### src/sv/rar_pkg.sv
// Shared types and constants for the rational arithmetic reduce unit.
package rar_pkg;

  localparam int unsigned OpW  = 16;
  localparam int unsigned NumW = 2 * OpW + 1;
  localparam int unsigned DenW = 2 * OpW;

  typedef enum logic [1:0] {
    CMD_ADD = 2'd0,
    CMD_SUB = 2'd1,
    CMD_MUL = 2'd2,
    CMD_DIV = 2'd3
  } cmd_e;

  typedef struct packed {
    logic [1:0]            cmd;
    logic signed [OpW-1:0] num_a;
    logic signed [OpW-1:0] den_a;
    logic signed [OpW-1:0] num_b;
    logic signed [OpW-1:0] den_b;
  } req_t;

  typedef struct packed {
    logic signed [NumW-1:0] num_out;
    logic signed [DenW-1:0] den_out;
  } rsp_t;

  // front-end output: unreduced signed values
  typedef struct packed {
    logic signed [NumW-1:0] n;
    logic signed [DenW-1:0] d;
  } frac_t;

  typedef enum logic [2:0] {
    ST_IDLE,
    ST_GCD,
    ST_DIVN,
    ST_DIVD,
    ST_OUT
  } back_state_e;

endpackage

### src/sv/rational_arith_reduce_unit.sv
// Top level of the rational arithmetic reduce unit.
// A request passes the front stages, the queue, the load into the back end,
// the GCD steps and the two serial divides, numerator then denominator.
// Throughput: one request per back-end run; the GCD loop and the serial
// divider set it. The front end and queue absorb up to four requests.
// Reset: asynchronous, active low; clears all valid and state flags.
module rational_arith_reduce_unit (
  input  logic          clk_i,
  input  logic          rst_ni,
  input  logic          in_valid_i,
  output logic          in_stall_o,
  input  rar_pkg::req_t in_req_i,
  output logic          out_valid_o,
  input  logic          out_stall_i,
  output rar_pkg::rsp_t out_rsp_o
);
  logic f_valid, f_stall, q_valid, q_stall;
  rar_pkg::frac_t f_frac, q_frac;

  rar_front u_front (
    .clk_i, .rst_ni, .in_valid_i, .in_stall_o, .in_req_i,
    .f_valid_o(f_valid), .f_stall_i(f_stall), .f_frac_o(f_frac)
  );

  rar_fifo u_fifo (
    .clk_i, .rst_ni,
    .wr_valid_i(f_valid), .wr_stall_o(f_stall), .wr_data_i(f_frac),
    .rd_valid_o(q_valid), .rd_stall_i(q_stall), .rd_data_o(q_frac)
  );

  rar_back u_back (
    .clk_i, .rst_ni,
    .b_valid_i(q_valid), .b_stall_o(q_stall), .b_frac_i(q_frac),
    .out_valid_o, .out_stall_i, .out_rsp_o
  );
endmodule

### src/sv/rar_front.sv
// Front end: cross-multiplication products, then their sum or difference for add and subtract; two stages.
module rar_front (
  input  logic           clk_i,
  input  logic           rst_ni,
  input  logic           in_valid_i,
  output logic           in_stall_o,
  input  rar_pkg::req_t  in_req_i,
  output logic           f_valid_o,
  input  logic           f_stall_i,
  output rar_pkg::frac_t f_frac_o
);
  localparam int unsigned PW = 2 * rar_pkg::OpW;

  logic                            s1_valid_q, s1_valid_d;
  logic [1:0]                      s1_cmd_q;
  logic signed [PW-1:0]            p0_q, p1_q, p2_q;
  logic                            s2_valid_q, s2_valid_d;
  rar_pkg::frac_t                  s2_q, s2_d;
  logic                            adv2, adv1;
  logic signed [rar_pkg::OpW-1:0]  m0a, m0b, m2a, m2b;

  assign adv2 = !s2_valid_q || !f_stall_i;
  assign adv1 = !s1_valid_q || adv2;
  assign in_stall_o = !adv1;
  assign f_valid_o = s2_valid_q;
  assign f_frac_o = s2_q;

  always_comb begin
    m0a = in_req_i.num_a;
    m0b = in_req_i.den_b;
    m2a = in_req_i.den_a;
    m2b = in_req_i.den_b;
    if (in_req_i.cmd == rar_pkg::CMD_MUL) begin
      m0b = in_req_i.num_b;
    end
    if (in_req_i.cmd == rar_pkg::CMD_DIV) begin
      m2b = in_req_i.num_b;
    end
  end

  assign s1_valid_d = adv1 ? in_valid_i : s1_valid_q;

  always_comb begin
    logic signed [rar_pkg::NumW-1:0] a0, a1;
    a0 = rar_pkg::NumW'(p0_q);
    a1 = rar_pkg::NumW'(p1_q);
    s2_d.d = p2_q;
    case (rar_pkg::cmd_e'(s1_cmd_q))
      rar_pkg::CMD_ADD: s2_d.n = a0 + a1;
      rar_pkg::CMD_SUB: s2_d.n = a0 - a1;
      default:          s2_d.n = a0;
    endcase
  end

  assign s2_valid_d = adv2 ? s1_valid_q : s2_valid_q;

  always_ff @(posedge clk_i or negedge rst_ni) begin
    if (!rst_ni) begin
      s1_valid_q <= 1'b0;
      s2_valid_q <= 1'b0;
    end else begin
      s1_valid_q <= s1_valid_d;
      s2_valid_q <= s2_valid_d;
    end
  end

  always_ff @(posedge clk_i) begin
    if (adv1 && in_valid_i) begin
      s1_cmd_q <= in_req_i.cmd;
      p0_q <= m0a * m0b;
      p1_q <= in_req_i.num_b * in_req_i.den_a;
      p2_q <= m2a * m2b;
    end
    if (adv2 && s1_valid_q) begin
      s2_q <= s2_d;
    end
  end
endmodule

### src/sv/rar_fifo.sv
// Two-entry queue between front and back ends.
module rar_fifo (
  input  logic           clk_i,
  input  logic           rst_ni,
  input  logic           wr_valid_i,
  output logic           wr_stall_o,
  input  rar_pkg::frac_t wr_data_i,
  output logic           rd_valid_o,
  input  logic           rd_stall_i,
  output rar_pkg::frac_t rd_data_o
);
  rar_pkg::frac_t mem_q [2];
  logic           wp_q, rp_q;
  logic [1:0]     cnt_q;
  logic           wr, rd;

  assign wr_stall_o = cnt_q == 2'd2;
  assign rd_valid_o = cnt_q != 2'd0;
  assign rd_data_o = mem_q[rp_q];
  assign wr = wr_valid_i && !wr_stall_o;
  assign rd = rd_valid_o && !rd_stall_i;

  always_ff @(posedge clk_i or negedge rst_ni) begin
    if (!rst_ni) begin
      wp_q <= 1'b0;
      rp_q <= 1'b0;
      cnt_q <= 2'd0;
    end else begin
      if (wr) wp_q <= !wp_q;
      if (rd) rp_q <= !rp_q;
      cnt_q <= cnt_q + 2'(wr) - 2'(rd);
    end
  end

  always_ff @(posedge clk_i) begin
    if (wr) mem_q[wp_q] <= wr_data_i;
  end
endmodule

### src/sv/rar_back.sv
// Back end: binary GCD of the magnitudes, then two restoring divides.
module rar_back (
  input  logic           clk_i,
  input  logic           rst_ni,
  input  logic           b_valid_i,
  output logic           b_stall_o,
  input  rar_pkg::frac_t b_frac_i,
  output logic           out_valid_o,
  input  logic           out_stall_i,
  output rar_pkg::rsp_t  out_rsp_o
);
  localparam int unsigned MW = rar_pkg::NumW - 1;  // magnitude width
  localparam int unsigned CW = $clog2(MW + 1);

  rar_pkg::back_state_e st_q, st_d;
  logic [MW-1:0] u_q, v_q, mn_q, md_q, g_q, quo_q, rem_q, dvd_q;
  logic [CW-1:0] sh_q, cnt_q;
  logic          sn_q, sd_q;
  rar_pkg::rsp_t rsp_q;
  logic          load, done_num;
  logic [MW:0]   trial;
  logic [MW-1:0] diff;

  assign b_stall_o = st_q != rar_pkg::ST_IDLE;
  assign load = b_valid_i && st_q == rar_pkg::ST_IDLE;
  assign out_valid_o = st_q == rar_pkg::ST_OUT;
  assign out_rsp_o = rsp_q;
  assign trial = {rem_q, dvd_q[MW-1]} - {1'b0, g_q};
  assign diff = (u_q > v_q) ? u_q - v_q : v_q - u_q;
  assign done_num = cnt_q == CW'(MW - 1);

  always_comb begin
    st_d = st_q;
    case (st_q)
      rar_pkg::ST_IDLE: if (b_valid_i) st_d = rar_pkg::ST_GCD;
      rar_pkg::ST_GCD:  if (v_q == '0 || u_q == v_q) st_d = rar_pkg::ST_DIVN;
      rar_pkg::ST_DIVN: if (done_num) st_d = rar_pkg::ST_DIVD;
      rar_pkg::ST_DIVD: if (done_num) st_d = rar_pkg::ST_OUT;
      rar_pkg::ST_OUT:  if (!out_stall_i) st_d = rar_pkg::ST_IDLE;
      default:          st_d = rar_pkg::ST_IDLE;
    endcase
  end

  always_ff @(posedge clk_i or negedge rst_ni) begin
    if (!rst_ni) st_q <= rar_pkg::ST_IDLE;
    else         st_q <= st_d;
  end

  always_ff @(posedge clk_i) begin
    logic [MW-1:0] an, ad;
    logic [MW:0]   nq;
    an = b_frac_i.n[MW] ? MW'(-b_frac_i.n) : b_frac_i.n[MW-1:0];
    ad = b_frac_i.d[MW-1] ? -b_frac_i.d : b_frac_i.d;
    case (st_q)
      rar_pkg::ST_IDLE: if (load) begin
        sn_q <= b_frac_i.n[MW];
        sd_q <= b_frac_i.d[MW-1];
        mn_q <= an;
        md_q <= ad;
        // a zero magnitude forces divisor 1
        u_q <= (an == '0 || ad == '0) ? MW'(1) : an;
        v_q <= (an == '0 || ad == '0) ? MW'(1) : ad;
        sh_q <= '0;
      end
      rar_pkg::ST_GCD: begin
        if (v_q == '0 || u_q == v_q) begin
          g_q <= u_q << sh_q;
          dvd_q <= mn_q;
          rem_q <= '0;
          cnt_q <= '0;
        end else if (!u_q[0] && !v_q[0]) begin
          u_q <= u_q >> 1;
          v_q <= v_q >> 1;
          sh_q <= sh_q + 1'b1;
        end else if (!u_q[0]) begin
          u_q <= u_q >> 1;
        end else if (!v_q[0]) begin
          v_q <= v_q >> 1;
        end else begin
          u_q <= (u_q < v_q) ? u_q : v_q;
          v_q <= diff >> 1;
        end
      end
      rar_pkg::ST_DIVN, rar_pkg::ST_DIVD: begin
        nq = {quo_q, ~trial[MW]};
        rem_q <= trial[MW] ? {rem_q[MW-2:0], dvd_q[MW-1]} : trial[MW-1:0];
        dvd_q <= dvd_q << 1;
        quo_q <= nq[MW-1:0];
        cnt_q <= cnt_q + 1'b1;
        if (done_num) begin
          cnt_q <= '0;
          rem_q <= '0;
          dvd_q <= md_q;
          if (st_q == rar_pkg::ST_DIVN)
            rsp_q.num_out <= sn_q ? -{1'b0, nq[MW-1:0]} : {1'b0, nq[MW-1:0]};
          else
            rsp_q.den_out <= sd_q ? -nq[MW-1:0] : nq[MW-1:0];
        end
      end
      default: ;
    endcase
  end
endmodule

### config.mk
export PLATFORM = sky130hd
export DESIGN_NAME = rational_arith_reduce_unit
export DESIGN_NICKNAME = d
export VERILOG_FILES = /design/src/sv/rar_pkg.sv /design/src/sv/rational_arith_reduce_unit.sv /design/src/sv/rar_front.sv /design/src/sv/rar_fifo.sv /design/src/sv/rar_back.sv
export SDC_FILE = /design/constraint.sdc
export NUM_CORES = 2
export LEC_CHECK = 0
export BUFFER_PORTS_ARGS = -buffer_cell sky130_fd_sc_hd__buf_2
export CORE_MARGIN = 3
export CORE_UTILIZATION = 54
export CTS_CLUSTER_DIAMETER = 200
export DETAILED_ROUTE_END_ITERATION = 16
export HOLD_SLACK_MARGIN = 0.02
export PLACE_DENSITY = 0.73
export SYNTH_ARGS = -nofsm -noshare
export SYNTH_HDL_FRONTEND = slang
export SYNTH_SLANG_ARGS = --single-unit
### constraint.sdc
create_clock -name clk_i -period 8.15 [get_ports clk_i]
set_input_delay 1.63 -clock clk_i [delete_from_list [all_inputs] [get_ports clk_i]]
set_output_delay 1.63 -clock clk_i [all_outputs]
set_load 0.03 [all_outputs]
# == After elaboration in Yosys (flattened, before gate mapping) ==
# Memory sizes are Yosys's and may differ from the RTL's.
# Cells that the tools add are included.
# totals
word_cells,155
n_memories,1
out_inout_bits,67
ff_bits,506
ramBits,130
# classes
order_cmp,2
muxes,45
eq_ne,21
multipliers,3
bitwise,2
add_sub_neg,13
shift,1
n_reduce_logical,39
# memory_table
memory,depth,width,rd,rd_clocked_by_memory_dff,write_ports,line,rtl
u_fifo.mem_q,2,65,1,0,1,rar_fifo.sv:12,rar_pkg::frac_t mem_q [2];
# op_table
operator,n
2-to-1 mux 32 bit,22
one-hot mux 32 bit (2 select lines),4
logical NOT 32 bit,3
multiplier 16 x 16 -> 32 bit,3
negator 32 bit,3
one-hot mux 33 bit (2 select lines),1
subtractor 32 bit,2
adder 32 x 32 -> 33 bit,1
negator 32 -> 33 bit,1
subtractor 32 x 32 -> 33 bit,1
subtractor 33 x 32 -> 33 bit,1
equality test 32 bit,1
greater-than comparator 32 bit,1
< comparator 32 bit,1
2-to-1 mux 16 bit,2
left shift 32 x 6 -> 32 bit,1
2-to-1 mux 31 bit,1
2-to-1 mux 6 bit,5
one-hot mux 6 bit (2 select lines),2
2-to-1 mux 3 bit,5
one-hot mux 3 bit (5 select lines),1
"adder 6 x 1 -> 6 bit, second input constant",2
"inequality test 2 x 1 -> 1 bit, second input constant",6
AND reduction 5 bit,2
24 further kinds,54

# == Depth between registers and ports, before layout ==
# An unclocked memory read counts as a cell.
# depth
depth_word,8
mapped_depth,29

# == Cells and area by module ==
# From an unflattened synthesis, not the netlist that was laid out.
# unflattened
cells_unflattened,6406
hier_area_um2,65416.5
# by_module_without_submodules
mod,area_per_inst_um2,cells_per_inst,seq_area_each_um2,instances
rar_front,37440.9,3874,4944.7,1
rar_back,22915.7,2312,10104.7,1
rar_fifo,5059.9,220,4003.8,1

# == Worst setup path after synthesis ==
# OpenSTA, ideal clock, no wires.
# synth_path
kind,in2reg
from,input port in_req_i[64] in the netlist's numbering
to,"register u_front.p0_q[30], data pin"
t_arrival_ns,8.504
required_ns,7.892
stages,27
path_slack_ns,-0.611
setup_ns,0.258
cell_sequence,nand2b_1 clkbuf_1 buf_1 mux2_2 clkbuf_1 nand2_1 inv_1 fa_1 fa_1 fa_1 fa_1 fa_1 inv_1 fa_1 inv_1 ha_1 a21o_1 a21o_1 a21o_1 a21o_1 a211oi_1 a21oi_1 o31ai_1 nand2b_1 a21o_1 a21oi_1 xnor2_1
# synth_between
elab_chain_len,3
# synth_rtl
element,line,rtl
start: declaration,rational_arith_reduce_unit.sv:12,"input rar_pkg::req_t in_req_i,"
equality test 2 bit,rar_front.sv:33,if (in_req_i.cmd == rar_pkg::CMD_MUL) begin
2-to-1 mux 16 bit,rar_front.sv:33,
multiplier 16 x 16 -> 32 bit,rar_front.sv:70,p0_q <= m0a * m0b;
end signal: assignment,rar_front.sv:70,
end: declaration,rar_front.sv:16,"logic signed [PW-1:0] p0_q, p1_q, p2_q;"
# Every way passes these cells.
# A chain may end at the register's enable or synchronous reset.

# == Worst setup path in the final report ==
# layout_path
from,input port in_req_i[64] in the netlist's numbering
to,"register u_front.p2_q[31], data pin"
# layout_between
elab_chain_len,3
# layout_rtl
element,line,rtl
equality test 2 bit,rar_front.sv:36,if (in_req_i.cmd == rar_pkg::CMD_DIV) begin
2-to-1 mux 16 bit,rar_front.sv:36,
multiplier 16 x 16 -> 32 bit,rar_front.sv:72,p2_q <= m2a * m2b;
end signal: assignment,rar_front.sv:72,
end: declaration,rar_front.sv:16,
# Every way passes these cells.

==> metrics.yaml <==
drt:
  dr.pass1.iters: 6
  drt_wl_total_mm: 164
  antenna_left: 0
  drt_iter0_markers: 3893
  drc: 0
  dr_total_vias: 47092
  wire_per_inst_um: 19.7
  vias_per_cell: 5.65
timing:
  finalSetupViolations: 0
  finalWorstPathRequiredPeriod_ns: 7.86
  clock_skew_ns: 0.0357
  holdWs_ns: 0.415
  hold_viol: 0
  fmax_ghz: 0.127
  worstMarginPinSlew_ns: 1.21
  max-slew-margin-rel: 0.192
  rsz0062_at_grt: "false"
  period_share: 0.964
  finalMaxSlewViolations: 0
setup_path:
  timing.rr.end: "u_back.out_rsp_o[30]"
  worstPathArrival_ns: 8.21
  setup.worst_path.end_class: "flip-flop"
  required_ns: 8.50
  cp-start-kind: "primary input"
  slowest_delay_ns: 0.55
  crit_top_cell: "fa_1"
  ff2ff_path_depth: 23
  crit_buf_inv: 7
  worstSetupPathType: "in -> reg"
  r2r_slack_ns: 1.66
  cpLargestDelayFamily: "adder cells"
  crit_slowest_cell: "fa_1"
  timing.rr.start: "u_back.dvd_q[31]"
  path_max_fanout: 8
min_path:
  min_from: "u_front.p2_q[1]"
  holdPathEnd: "u_front.f_frac_o[1]"
  hold_depth: 0
  hp-class: "reg -> reg"
finish:
  stdcell_area_um2: 71800
  largest_reg_flops: 130
  post-route-util: 0.604
  nNetsFinal: 7918
  layout-drive-gt1-share: 0.107
  instances_no_fill: 8333
  syn2layout_area_growth_pct: 10.1
  top_register: "u_fifo.mem_q"
status:
  status: "complete, no violations"
cts:
  cts_tree: "yes"
  clock_latency_ns: 0.65
  cts_sinks: 636
  cts_buffers: 69
  cts.path.max_buffers: 3
  h-tree-depth: 3
  clockRootBuffer: "clkbuf_16"
  clk_pin_slew_ns: 0.06
global_route:
  grt_start_max_net_pins: 71
  grt_pass1_wl_mm: 266
  grt_usage: 0.266
  grt_pass1_vias: 49049
  gr-total-overflow: 0
  antenna_found_initial: 5
synthesis:
  syn_inst: 6416
  synth_fp_nets: 7658
  syn_area_per_cell_um2: 10.2
  synth_cell_types: 88
  synth-edff-count: 627
  yosysWarnings: 0
  synth_seq_cells: 636
  synth_seq_area_share: 0.292
  ys.flop_type: "edfxtp_1"
  async_flop_share: 0.0142
  syn_area_um2: 65200
place:
  gp_congestion: 0.962
  post_dp_cell_area_um2: 69500
  io_buffers: 136
  dp.cells: 8205
  hpwl_mm: 131
die:
  die_y_um: 354
  core_um2: 119000
  rows: 126
  io_pins: 137
  die_width_um: 354
  initial_core_util: 0.548
  die_area_um2: 125000
job:
  drv_cap: 0
## routing by layer
metal | wire length [µm] | vias to the layer above | GRT usage
li1 | - | 21640 | -
met1 | 66600 | 23425 | 0.348
met2 | 80500 | 1657 | 0.454
met3 | 10200 | 366 | 0.0336
met4 | 7060 | 4 | 0.100
met5 | 32 | - | 0
## worst register-to-register path: stages, from the launching register on
cell	delay [ns]
edfxtp_1	0.37
inv_1	0.06
ha_1	0.24
fa_1	0.43
nor2b_1	0.18
o31ai_1	0.12
a21oi_1	0.28
o2111ai_1	0.18
a21oi_1	0.25
o2111ai_1	0.23
a21oi_1	0.23
mux2i_1	0.45
nand2_2	0.12
inv_1	0.10
ha_1	0.19
nand2b_1	0.22
or4_4	0.50
or2_1	0.25
or4_4	0.46
or3_4	0.41
or3_4	0.42
or3_1	0.37
nand2_1	0.10
xnor2_1	0.09
## timing repair
action,in CTS,in global routing
hold buffers,0,0
setup endpoints to repair,0,4
gates resized for setup,0,6
setup buffers,0,0
endpoints found under the hold margin,0,0
## metrics by stage
step	TNS, ns	setup WS, ns
after global routing	0	0.00541
after detailed placement	-2.81	-0.416
after global placement	-1.66	-0.298
after floorplan	-0.0109	-0.0109
after CTS	0	0.227
final	0	0.290
## cells in the final DEF, fill, tap and decap left out, types with 33 or more instances in the layout
cell type and instances:
mux2i_1 160, nand3_1 42, and3_1 35, xor2_1 93, nor2_1 294, a21o_1 103
nor2b_1 173, and2_1 236, o21ai_0 224, buf_4 306, edfxtp_1 627, mux2_2 43
fa_1 789, ha_1 381, nor3_1 62, inv_1 1064, o31ai_1 41, clkbuf_16 69
a211oi_1 44, xnor2_1 257, buf_2 136, nand2b_1 62, nand2_1 649, o21a_1 37
a21oi_1 240, o21bai_1 35, nor4_1 33
## logic make-up after synthesis
group           share of synthesized area
compound gates                     0.0965
fa+ha+maj                           0.316
xor+xnor                           0.0470
mux                                0.0401
buf+inv                            0.0776
flops                               0.292
simple gates                        0.131
## Yosys cell counts (20+ instances only)
cell type     n  share of area
a211oi_1     46         0.0053
a21o_1      103          0.012
a21oi_1     242          0.019
a31oi_1      29         0.0028
and2_1      238          0.023
and3_1       36         0.0035
clkbuf_1    223          0.013
edfxtp_1    627           0.29
fa_1        790           0.24
ha_1        382          0.073
inv_1      1064          0.061
mux2_2       43         0.0074
mux2i_1     162          0.025
mux4_2       22         0.0076
nand2_1     652          0.038
nand2b_1     63         0.0060
nand3_1      42         0.0032
nand4_1      27         0.0026
nor2_1      298          0.017
nor2b_1     173          0.017
nor3_1       63         0.0048
nor4_1       33         0.0032
o21a_1       37         0.0043
o21ai_0     224          0.017
o21bai_1     35         0.0040
o22ai_2      20         0.0038
o31ai_1      41         0.0047
o41ai_1      20         0.0027
or2_2        21         0.0020
or3_1        31         0.0030
xnor2_1     257          0.035
xor2_1       93          0.012
## final cells by class
class                           instances  area [µm²]
Fill cell                            9879       47200
Multi-Input combinational cell       4449       41300
Sequential cell                       636       19100
Inverter                             1065        4000
Timing Repair Buffer                  455        3240
Tap cell                             1600        2000
Clock buffer                           82        1800
Clock inverter                         43         469
Antenna cell                            3        7.51
## how the worst max path moves through the flow
stage                            end         start  cells after the start
CTS                 u_front.p2_q[30]  in_req_i[64]                     28
finish              u_front.p2_q[31]  in_req_i[64]                     28
global placement    u_front.p2_q[30]  in_req_i[64]                     28
detailed placement  u_front.p2_q[30]  in_req_i[64]                     28
global route        u_front.p0_q[30]  in_req_i[65]                     26
floorplan           u_front.p0_q[30]  in_req_i[64]                     27
Power is not shown: default switching activity piles up to over one toggle a cycle in this logic, so the estimate is an artifact.
